**config.mk**
```make
export PLATFORM = sky130hd
export DESIGN_NAME = four_level_page_table_walker
export DESIGN_NICKNAME = d
export VERILOG_FILES = /design/src/hw/rtl/fltw_pkg.sv /design/src/hw/rtl/fltw_step.sv /design/src/hw/rtl/four_level_page_table_walker.sv
export SDC_FILE = /design/constraint.sdc
export NUM_CORES = 1
export LEC_CHECK = 0
export BUFFER_PORTS_ARGS = -buffer_cell sky130_fd_sc_hd__buf_2
export CORE_MARGIN = 2
export CORE_UTILIZATION = 55
export CTS_CLUSTER_SIZE = 40
export DETAILED_ROUTE_END_ITERATION = 8
export PLACE_DENSITY = 0.83
export RECOVER_POWER = 50
export SLEW_MARGIN = 0
export SYNTH_ARGS = -nofsm -noshare
export SYNTH_HDL_FRONTEND = slang
export SYNTH_SLANG_ARGS = --single-unit
```
**constraint.sdc**
```tcl
create_clock -name clk_i -period 16.4 [get_ports clk_i]
set_input_delay 0.82 -clock clk_i [delete_from_list [all_inputs] [get_ports clk_i]]
set_output_delay 0.82 -clock clk_i [all_outputs]
set_load 0.01 [all_outputs]
```
**src/hw/rtl/fltw_pkg.sv**
```systemverilog
package fltw_pkg;

  // Fixed field widths
  localparam int unsigned DataW  = 64;
  localparam int unsigned VaW    = 48;
  localparam int unsigned PaW    = 52;
  localparam int unsigned LevelW = 2;

  // Default physical frame width of a table entry
  localparam int unsigned FrameAddrBitsDef = 36;

  // Entry attribute bits
  localparam int unsigned PresentBit = 0;
  localparam int unsigned LargeBit   = 7;

  // Operation codes on the request channel
  localparam logic OpStart = 1'b0;
  localparam logic OpEntry = 1'b1;

  // Result kinds
  localparam logic KindRead = 1'b0;
  localparam logic KindDone = 1'b1;

  // Walk levels
  localparam logic [LevelW-1:0] LevelTop  = 2'd0;
  localparam logic [LevelW-1:0] LevelGig  = 2'd1;
  localparam logic [LevelW-1:0] LevelTwoM = 2'd2;
  localparam logic [LevelW-1:0] LevelLeaf = 2'd3;

  // Walk state carried between transactions
  typedef struct packed {
    logic              busy;
    logic [LevelW-1:0] level;
    logic [VaW-1:0]    va;
  } walk_state_t;

  // One result transaction
  typedef struct packed {
    logic             kind;
    logic [DataW-1:0] read_address;
    logic [PaW-1:0]   phys_addr;
    logic             fault;
  } walk_result_t;

endpackage

```
**src/hw/rtl/fltw_step.sv**
```systemverilog
// Single-pass walk step: from the current walk state and one request
// transaction, work out the next state and at most one result.
module fltw_step #(
  parameter int unsigned FRAME_ADDR_BITS = fltw_pkg::FrameAddrBitsDef
) (
  input  fltw_pkg::walk_state_t              state_i,
  input  logic                               operation_i,
  input  logic [fltw_pkg::DataW-1:0]         table_base_i,
  input  logic [fltw_pkg::VaW-1:0]           virtual_address_i,
  input  logic [fltw_pkg::DataW-1:0]         entry_data_i,
  output fltw_pkg::walk_state_t              state_o,
  output logic                               res_valid_o,
  output fltw_pkg::walk_result_t             res_o
);

  logic [fltw_pkg::DataW-1:0] frame;
  logic [fltw_pkg::DataW-1:0] top_base;
  logic [fltw_pkg::PaW-1:0]   gig_pa;
  logic [fltw_pkg::PaW-1:0]   twom_pa;
  logic [fltw_pkg::PaW-1:0]   leaf_pa;
  logic [fltw_pkg::DataW-1:0] idx_gig;
  logic [fltw_pkg::DataW-1:0] idx_twom;
  logic [fltw_pkg::DataW-1:0] idx_leaf;
  logic [fltw_pkg::DataW-1:0] idx_top;
  logic                       present;
  logic                       huge_page;

  // Entry address offsets: 8 bytes per index
  assign idx_top  = {{(fltw_pkg::DataW-12){1'b0}}, virtual_address_i[47:39], 3'b000};
  assign idx_gig  = {{(fltw_pkg::DataW-12){1'b0}}, state_i.va[38:30], 3'b000};
  assign idx_twom = {{(fltw_pkg::DataW-12){1'b0}}, state_i.va[29:21], 3'b000};
  assign idx_leaf = {{(fltw_pkg::DataW-12){1'b0}}, state_i.va[20:12], 3'b000};

  assign top_base  = {table_base_i[fltw_pkg::DataW-1:4], 4'b0000};
  assign present   = entry_data_i[fltw_pkg::PresentBit];
  assign huge_page = entry_data_i[fltw_pkg::LargeBit];

  // Frame fields of the returned entry; page offsets never overlap them
  always_comb begin
    frame   = '0;
    frame[FRAME_ADDR_BITS-1:12] = entry_data_i[FRAME_ADDR_BITS-1:12];
    gig_pa  = {entry_data_i[51:30], state_i.va[29:0]};
    twom_pa = '0;
    twom_pa[FRAME_ADDR_BITS-1:21] = entry_data_i[FRAME_ADDR_BITS-1:21];
    twom_pa[20:0] = state_i.va[20:0];
    leaf_pa = frame[fltw_pkg::PaW-1:0] | {{(fltw_pkg::PaW-12){1'b0}}, state_i.va[11:0]};
  end

  // Next state and result
  always_comb begin
    state_o     = state_i;
    res_valid_o = 1'b0;
    res_o       = '0;
    if (operation_i == fltw_pkg::OpStart) begin
      state_o.busy       = 1'b1;
      state_o.level      = fltw_pkg::LevelTop;
      state_o.va         = virtual_address_i;
      res_valid_o        = 1'b1;
      res_o.kind         = fltw_pkg::KindRead;
      res_o.read_address = top_base + idx_top;
    end else if (state_i.busy) begin
      res_valid_o = 1'b1;
      // finishing transaction by default; overridden for a further read
      state_o.busy  = 1'b0;
      state_o.level = fltw_pkg::LevelTop;
      res_o.kind    = fltw_pkg::KindDone;
      unique case (state_i.level)
        fltw_pkg::LevelTop: begin
          if (!present) begin
            res_o.fault = 1'b1;
          end else begin
            state_o.busy       = 1'b1;
            state_o.level      = fltw_pkg::LevelGig;
            res_o.kind         = fltw_pkg::KindRead;
            res_o.read_address = frame + idx_gig;
          end
        end
        fltw_pkg::LevelGig: begin
          priority if (!present) begin
            res_o.fault = 1'b1;
          end else if (huge_page) begin
            res_o.phys_addr = gig_pa;
          end else begin
            state_o.busy       = 1'b1;
            state_o.level      = fltw_pkg::LevelTwoM;
            res_o.kind         = fltw_pkg::KindRead;
            res_o.read_address = frame + idx_twom;
          end
        end
        fltw_pkg::LevelTwoM: begin
          priority if (!present) begin
            res_o.fault = 1'b1;
          end else if (huge_page) begin
            res_o.phys_addr = twom_pa;
          end else begin
            state_o.busy       = 1'b1;
            state_o.level      = fltw_pkg::LevelLeaf;
            res_o.kind         = fltw_pkg::KindRead;
            res_o.read_address = frame + idx_leaf;
          end
        end
        fltw_pkg::LevelLeaf: begin
          // present bit is not looked at on the last level
          if (frame == '0) begin
            res_o.fault = 1'b1;
          end else begin
            res_o.phys_addr = leaf_pa;
          end
        end
        default: begin
          res_o.fault = 1'b1;
        end
      endcase
    end
  end

endmodule

```
**src/hw/rtl/four_level_page_table_walker.sv**
```systemverilog
// Four-level page table walker for 48-bit virtual addresses. A start
// transaction (operation 0) yields a read request for the top-level entry;
// each entry transaction (operation 1) yields either the next read request
// or a finished translation with a fault flag. A start while a walk is
// running abandons that walk; entry data while idle is dropped silently.
// Every transaction passes one input register, the single-pass step logic and
// one result register. A new transaction is accepted every cycle while
// results are being taken; the result register alone sets the rate.
module four_level_page_table_walker #(
  parameter int unsigned FRAME_ADDR_BITS = fltw_pkg::FrameAddrBitsDef
) (
  input  logic                       clk_i,
  input  logic                       rst_ni,
  input  logic                       in_valid_i,
  output logic                       in_ready_o,
  input  logic                       operation_i,
  input  logic [fltw_pkg::DataW-1:0] table_base_i,
  input  logic [fltw_pkg::VaW-1:0]   virtual_address_i,
  input  logic [fltw_pkg::DataW-1:0] entry_data_i,
  output logic                       out_valid_o,
  input  logic                       out_ready_i,
  output logic                       kind_o,
  output logic [fltw_pkg::DataW-1:0] read_address_o,
  output logic [fltw_pkg::PaW-1:0]   phys_addr_o,
  output logic                       fault_o
);

  // Input register
  logic                       in_valid_q;
  logic                       op_q;
  logic [fltw_pkg::DataW-1:0] base_q;
  logic [fltw_pkg::VaW-1:0]   va_q;
  logic [fltw_pkg::DataW-1:0] entry_q;

  // Walk state and result register
  fltw_pkg::walk_state_t  state_q, state_d;
  fltw_pkg::walk_result_t res_q, res_d;
  logic                   res_valid_d;
  logic                   out_valid_q;
  logic                   advance;

  assign advance    = in_valid_q && (!out_valid_q || out_ready_i);
  assign in_ready_o = !in_valid_q || advance;

  always_ff @(posedge clk_i or negedge rst_ni) begin
    if (!rst_ni) begin
      in_valid_q <= 1'b0;
    end else if (in_ready_o) begin
      in_valid_q <= in_valid_i;
    end
  end

  always_ff @(posedge clk_i) begin
    if (in_ready_o && in_valid_i) begin
      op_q    <= operation_i;
      base_q  <= table_base_i;
      va_q    <= virtual_address_i;
      entry_q <= entry_data_i;
    end
  end

  fltw_step #(
    .FRAME_ADDR_BITS(FRAME_ADDR_BITS)
  ) u_step (
    .state_i          (state_q),
    .operation_i      (op_q),
    .table_base_i     (base_q),
    .virtual_address_i(va_q),
    .entry_data_i     (entry_q),
    .state_o          (state_d),
    .res_valid_o      (res_valid_d),
    .res_o            (res_d)
  );

  // Walk state advances once per processed transaction
  always_ff @(posedge clk_i or negedge rst_ni) begin
    if (!rst_ni) begin
      state_q <= '0;
    end else if (advance) begin
      state_q <= state_d;
    end
  end

  // Result register
  always_ff @(posedge clk_i or negedge rst_ni) begin
    if (!rst_ni) begin
      out_valid_q <= 1'b0;
    end else if (advance) begin
      out_valid_q <= res_valid_d;
    end else if (out_ready_i) begin
      out_valid_q <= 1'b0;
    end
  end

  always_ff @(posedge clk_i) begin
    if (advance && res_valid_d) begin
      res_q <= res_d;
    end
  end

  assign out_valid_o    = out_valid_q;
  assign kind_o         = res_q.kind;
  assign read_address_o = res_q.read_address;
  assign phys_addr_o    = res_q.phys_addr;
  assign fault_o        = res_q.fault;

  // Checks
  a_start_opens_walk: assert property (@(posedge clk_i) disable iff (!rst_ni)
    advance && op_q == fltw_pkg::OpStart |=>
      state_q.busy && state_q.level == fltw_pkg::LevelTop)
    else $error("start transaction did not open a walk at the top level");

  a_done_closes_walk: assert property (@(posedge clk_i) disable iff (!rst_ni)
    advance && res_valid_d && res_d.kind == fltw_pkg::KindDone |=> !state_q.busy)
    else $error("walk still busy after a finished translation");

  a_fault_zero_pa: assert property (@(posedge clk_i) disable iff (!rst_ni)
    out_valid_q && res_q.fault |-> res_q.kind == fltw_pkg::KindDone &&
      res_q.phys_addr == '0)
    else $error("fault result carries an address");

  a_idle_entry_silent: assert property (@(posedge clk_i) disable iff (!rst_ni)
    advance && op_q == fltw_pkg::OpEntry && !state_q.busy |=> !out_valid_q)
    else $error("entry data while idle produced a result");

  a_ready_when_empty: assert property (@(posedge clk_i) disable iff (!rst_ni)
    !out_valid_q |-> in_ready_o)
    else $error("input stalled with an empty result register");

endmodule

```
Yosys cells after proc, flatten, opt, wreduce, memory -nomap -nowiden
Cells that the tools add are included.
Storage, ports and cells
  bits in registers: 327
  latch bits: 0
  memory bits (writable): 0
  memory bits (read-only): 0
  output and inout port bits: 120
  word-level logic and storage cells: 64
  memories: 0
Operators by class
  add/subtract/negate cells: 4
  $mul: 0
  divide/modulo/power cells: 0
  $lt $le $gt $ge: 0
  eq/ne operators: 4
  shifts and indexed selects: 0
  muxes and demuxes: 27
  bitwise gates (word level): 2
  reduce and logical (&&, ||, !) cells: 14
Operator list (count)
  $mux W117: 3
  $mux W65: 3
  $pmux W65 S3: 1
  $pmux W52 S3: 1
  $add A36 B12 Y37: 3
  $mux W52: 2
  $add A64 B12 Y64: 1
  $logic_not A64 Y1: 1
  $mux W64: 1
  $mux W36: 1
  $or A36 B12 Y36: 1
  $mux W3: 7
  $pmux W3 S3: 1
  $mux W1: 6
  $reduce_and A2 Y1: 3
  $eq A2 B2 Y1 const B: 2
  $logic_and A1 B1 Y1: 3
  $reduce_or A3 Y1: 1
  $eq A2 B1 Y1 const B: 1
  $logic_not A1 Y1: 2
  $logic_not A2 Y1: 1
  $logic_or A1 B1 Y1: 2
  $ne A2 B1 Y1 const B: 1
  $pmux W1 S2: 1
  2 further kinds: 2

Logic depth before layout (Yosys ltp)
  depth after elaboration: 6
  mapped depth: 9

By module
Synthesis repeated with hierarchy kept, for this count alone.
Unflattened totals
  cell total of the unflattened synthesis: 944
  area, all modules: 14564.0 µm²
By module, submodules not included
  four_level_page_table_walker: instances 1, cells an instance 413, area each 11061.9 µm², sequential area each 10184.8 µm²
  fltw_step: instances 1, cells an instance 531, area each 3502.1 µm², sequential area each 0.0 µm²

Worst setup path before layout
No wires, ideal clock.
  path kind: input-to-reg
  start point: input port out_ready_i
  end point: register state_q[48] in the netlist's numbering
  arrival: 6149 ps
  data required time: 16011 ps
  slack: 9863 ps
  cell stages on the path: 4
  cells stage by stage: nand2b_1 nand2_1 nor2_1 mux2i_1
Between the ends
  longest elaborated chain between the ends: 3
Ends and longest elaborated chain
  from (decl): RTL line four_level_page_table_walker.sv:21  | input logic out_ready_i,
  $logic_or A1 B1 Y1: RTL line four_level_page_table_walker.sv:42  | assign advance = in_valid_q && (!out_valid_q || out_ready_i);
  $logic_and A1 B1 Y1: RTL line four_level_page_table_walker.sv:42
  $reduce_and A2 Y1 (no source line)
  to (signal assigned): RTL line four_level_page_table_walker.sv:80  | state_q <= state_d;
  to (decl): RTL line four_level_page_table_walker.sv:36  | fltw_pkg::walk_state_t state_q, state_d;
No other way between the ends.
A chain may end at the register's enable or synchronous reset.

Worst setup path in the final report
  start point: register out_valid_q, in the netlist out_valid_o
  end point: register va_q[30] in the netlist's numbering, enable pin
Between the ends
  longest elaborated chain between the ends: 5
Ends and longest elaborated chain
  from (decl): RTL line four_level_page_table_walker.sv:39  | logic out_valid_q;
  from (signal assigned): RTL line four_level_page_table_walker.sv:89  | out_valid_q <= res_valid_d;
  $logic_not A1 Y1: RTL line four_level_page_table_walker.sv:42
  $logic_or A1 B1 Y1: RTL line four_level_page_table_walker.sv:42
  $logic_and A1 B1 Y1: RTL line four_level_page_table_walker.sv:42
  $logic_or A1 B1 Y1: RTL line four_level_page_table_walker.sv:43  | assign in_ready_o = !in_valid_q || advance;
  $logic_and A1 B1 Y1: RTL line four_level_page_table_walker.sv:54  | if (in_ready_o && in_valid_i) begin
  to (signal assigned): RTL line four_level_page_table_walker.sv:57  | va_q <= virtual_address_i;
  to (decl): RTL line four_level_page_table_walker.sv:32  | logic [fltw_pkg::VaW-1:0] va_q;
No other way between the ends.

==> key figures <==
Clock tree
  – Number of resized instances in the post-cts repair step: 0
  – Clock edge transition at the registers on the reported setup and hold paths: approximately 60 ps
  – CTS Buf Count: 30
  – H-tree depth reported by CTS: 1
  – TritonCTS clock tree: built
  – Clock tree root driver cell: sky130_fd_sc_hd__clkbuf_16
  – Hold_buf cts: 0
  – Number of setup buffers added after CTS: 0
  – Source-to-sink clock delay at the later pin of the worst-skew pair: 550 ps
  – Clock Sinks: 310
  – Max clock buf depth: 3

Critical path
  – Crit path launch: out_valid_o
  – Critical path fanouts, max: between 70 and 80
  – Worst Path Arrival: ~5700 ps
  – Type of element capturing the critical path: register
  – Startpoint type of the worst setup path: register
  – Worst endpoint required time: ~17000 ps
  – Classification of the worst setup path: register to register
  – Critical register-to-register path startpoint: out_valid_o

Synthesis
  – Post-synth top flop: sky130_fd_sc_hd__edfxtp_1
  – Synthesis warning total: 0
  – Share of the yosys chip area belonging to registers: a little over two thirds
  – Cell taking the most area after synthesis: sky130_fd_sc_hd__edfxtp_1
  – Leading cell types by count after synthesis: 266 x sky130_fd_sc_hd__edfxtp_1, 70 x sky130_fd_sc_hd__nand2_1, 46 x sky130_fd_sc_hd__nor2_1
  – Ys async rst share: ~14%
  – Ranking of synthesized cells by area: sky130_fd_sc_hd__edfxtp_1 62%, sky130_fd_sc_hd__dfrtp_1 8.6%, sky130_fd_sc_hd__mux2_2 3.2%
  – Number of enable-type register cells in the synthesized netlist: about 270
  – Most common cell in the netlist: sky130_fd_sc_hd__edfxtp_1
  – #FFs+latches synth: 310
  – Cells after synthesis: between 900 and 1000
  – Area share of the largest cell type after synthesis: between 60 and 70%
  – Mean instance size in the synthesized netlist: about 14 um^2
  – Library cells used by synthesis: a little under 70
  – Summed instance area of the synthesized netlist: ~13000 um^2

Timing
  – Fin Clk Skew: between 20 and 30 ps
  – Setup total negative slack: 0 ps
  – Final Max Tran Viols: ~120
  – Hold violation total from the final report: 0
  – Post-route setup slack: 10900 ps
  – Actual transition at the worst max-transition pin: approximately 4700 ps
  – Peak clock frequency supported by timing: ~180 MHz
  – Unrepaired setup endpoints after global routing: no
  – Worst slew margin relative to its limit: -214%
  – Number of endpoints failing setup at the final stage: 0
  – Final critical-path share of the clock period: approximately 34%
  – Minimum clock period: 5500 ps

Routing
  – Detailed-route vias per instance: ~5.9
  – Metal3 WL: 2.53 mm
  – Count of antenna-violating nets left after detailed routing: 0
  – Total length of routed wires: slightly above 30 mm
  – Number of design rule violations left after detail routing: 0
  – Routed length per instance: 20.2 um
  – Detailed-router iteration count before antenna repair: 5
  – Initial drt markers: between 600 and 700
  – Detailed route wirelength on metal2: 15.1 mm
  – Routed metal-1 wire length: 12.1 mm
  – Detailed-route via count: slightly below 9000
  – Top layer used by detailed routing: met4

Hold path
  – Worst hold path class: input pin to register
  – Hold path start: table_base_i[23]

Placed design
  – Final estimated routing congestion in global placement: slightly above 0.9
  – Setup slack at placement: around 13000 ps
  – Placed Instances: between 1000 and 1500
  – Post-detail-place hpwl: 21.0 mm
  – Quantity of I/O buffers inserted on ports: roughly 270

Floorplanning
  – Top Ports: ~300
  – Horiz. Die Dim: roughly 160 um
  – Die span in y: around 160 um
  – Starting density of the core: 56.4%
  – Placeable core region: between 20000 and 25000 um^2
  – Overall die area: between 20000 and 25000 um^2
  – Number of rows in the core area: 55

Global route
  – Overall track demand over capacity in global routing: 24.7%
  – Number of global-route vias before repair: between 8000 and 9000
  – Number of antenna violations at the first check in global routing: 3
  – Maximum number of pins on one net before global-route repair: 80
  – GRT overflow: 0
  – First-pass GRT wire length: 46.1 mm

Pwr
  – Power, Total: about 2 mW
  – Power density normalized to cell area: between 100 and 150 nW/um^2
  – Leakage power total: around 5.5 nW
  – Peak supply drop: 0.0902 mV

Finish
  – Share of final-layout standard cells stronger than drive strength 1: approximately 22%
  – Count of nets after finishing: about 1400
  – Final standard cell count with taps included and fillers excluded: between 1500 and 2000
  – Synthesis-to-layout area growth: 19.6%

Status
  – Run status: finished, violations left
  – Violated checks: max-capacitance violations, max-slew violations

Run
  – Maxcap violations: 2
## registers in the layout (all words and copies together) (netlist names)
signal,flops
out_valid_o,1
base_q,60
phys_addr_o,52
in_valid_q,1
entry_q,42
fault_o,1
op_q,1
read_address_o,61
kind_o,1
va_q,48
state_q,42
## cells by family (layout without fill, tap and decap cells)
| group | count (synthesis) | after routing | synth area share [%] |
|---|---|---|---|
| AO/OA/AOI/OAI | 179 | 179 | 9.45 |
| buffers and inverters | 61 | 354 | 2.10 |
| multiplexers | 39 | 39 | 3.41 |
| other | 1 | 7 | 0.0292 |
| adder cells (fa/ha/maj) | 10 | 10 | 1.01 |
| flip-flops | 310 | 310 | 70.8 |
| XOR/XNOR | 13 | 13 | 0.887 |
| AND/OR/NAND/NOR | 293 | 293 | 12.3 |
## stage by stage
stage	hold slack, ps	area (um^2)	utilization [%]
3_5_place_dp	443	14500	63.6
3_3_place_gp	441	14500	63.6
2_1_floorplan	426	12800	-
6_report	438	15400	67.4
5_1_grt	417	15300	67.4
4_1_cts	416	15500	68.0
## worst max-delay path, cell delays in order, from the launching register on
cell	delay, ps
sky130_fd_sc_hd__dfrtp_1	400
sky130_fd_sc_hd__nand3b_1	130
sky130_fd_sc_hd__and2_0	3330
sky130_fd_sc_hd__buf_4	1160
## path summary, 6_finish.rpt
kind                                     to  cells after the start  slack [ps]
max in group asynchronous       state_q[28]                      1       14060
worst min register to register  state_q[32]                      2         460
worst min-delay path             base_q[23]                      1         440
worst max register to register     va_q[30]                      3       10900
min in group asynchronous       state_q[26]                      1         990
worst max-delay path               va_q[30]                      3       10900
## cells in the final DEF (no fill, tap or decap), types with 5 or more instances in the layout
master and count:
sky130_fd_sc_hd__clkbuf_16 31, sky130_fd_sc_hd__o211ai_1 7, sky130_fd_sc_hd__ha_1 8, sky130_fd_sc_hd__and3_1 6
sky130_fd_sc_hd__clkbuf_1 126, sky130_fd_sc_hd__o21ai_0 33, sky130_fd_sc_hd__nand4_1 14, sky130_fd_sc_hd__xor2_1 9
sky130_fd_sc_hd__nor2_1 44, sky130_fd_sc_hd__or4_1 28, sky130_fd_sc_hd__nand2_1 70, sky130_fd_sc_hd__and2_1 40
sky130_fd_sc_hd__inv_1 15, sky130_fd_sc_hd__clkbuf_8 7, sky130_fd_sc_hd__dfrtp_1 44, sky130_fd_sc_hd__nand3_1 28
sky130_fd_sc_hd__buf_4 11, sky130_fd_sc_hd__buf_2 157, sky130_fd_sc_hd__a22o_1 7, sky130_fd_sc_hd__edfxtp_1 266
sky130_fd_sc_hd__nor4_1 10, sky130_fd_sc_hd__nor3b_1 5, sky130_fd_sc_hd__o22ai_1 5, sky130_fd_sc_hd__nor3_1 11
sky130_fd_sc_hd__a21oi_1 43, sky130_fd_sc_hd__a22oi_1 13, sky130_fd_sc_hd__nor2b_1 6, sky130_fd_sc_hd__o31ai_1 23
sky130_fd_sc_hd__and4_1 5, sky130_fd_sc_hd__or3_1 5, sky130_fd_sc_hd__mux2_2 36
## report_power, final
group	switching (mW)	total, mW	internal, mW	leakage [nW]
logic	0.163	0.257	0.0936	1.91
registers	0.0657	1.05	0.986	3.11
clock network	0.275	0.685	0.410	0.490
## area by class of cell
cell class,instances,area (um^2)
flip-flops and latches,310,9090
fillers,1694,7420
repair buffers,282,1300
inverters,16,60.1
multi-input cells,537,3510
clock inverters,6,80.1
well taps,313,392
clock buffers,50,917
diodes,4,10.0
## routing by layer
layer,vias up,track usage (%)
li1,4072,-
met1,4283,33.1
met2,477,40.5
met3,73,4.62
met4,0,8.96
met5,-,0
Power figures use the tool's default switching activity.
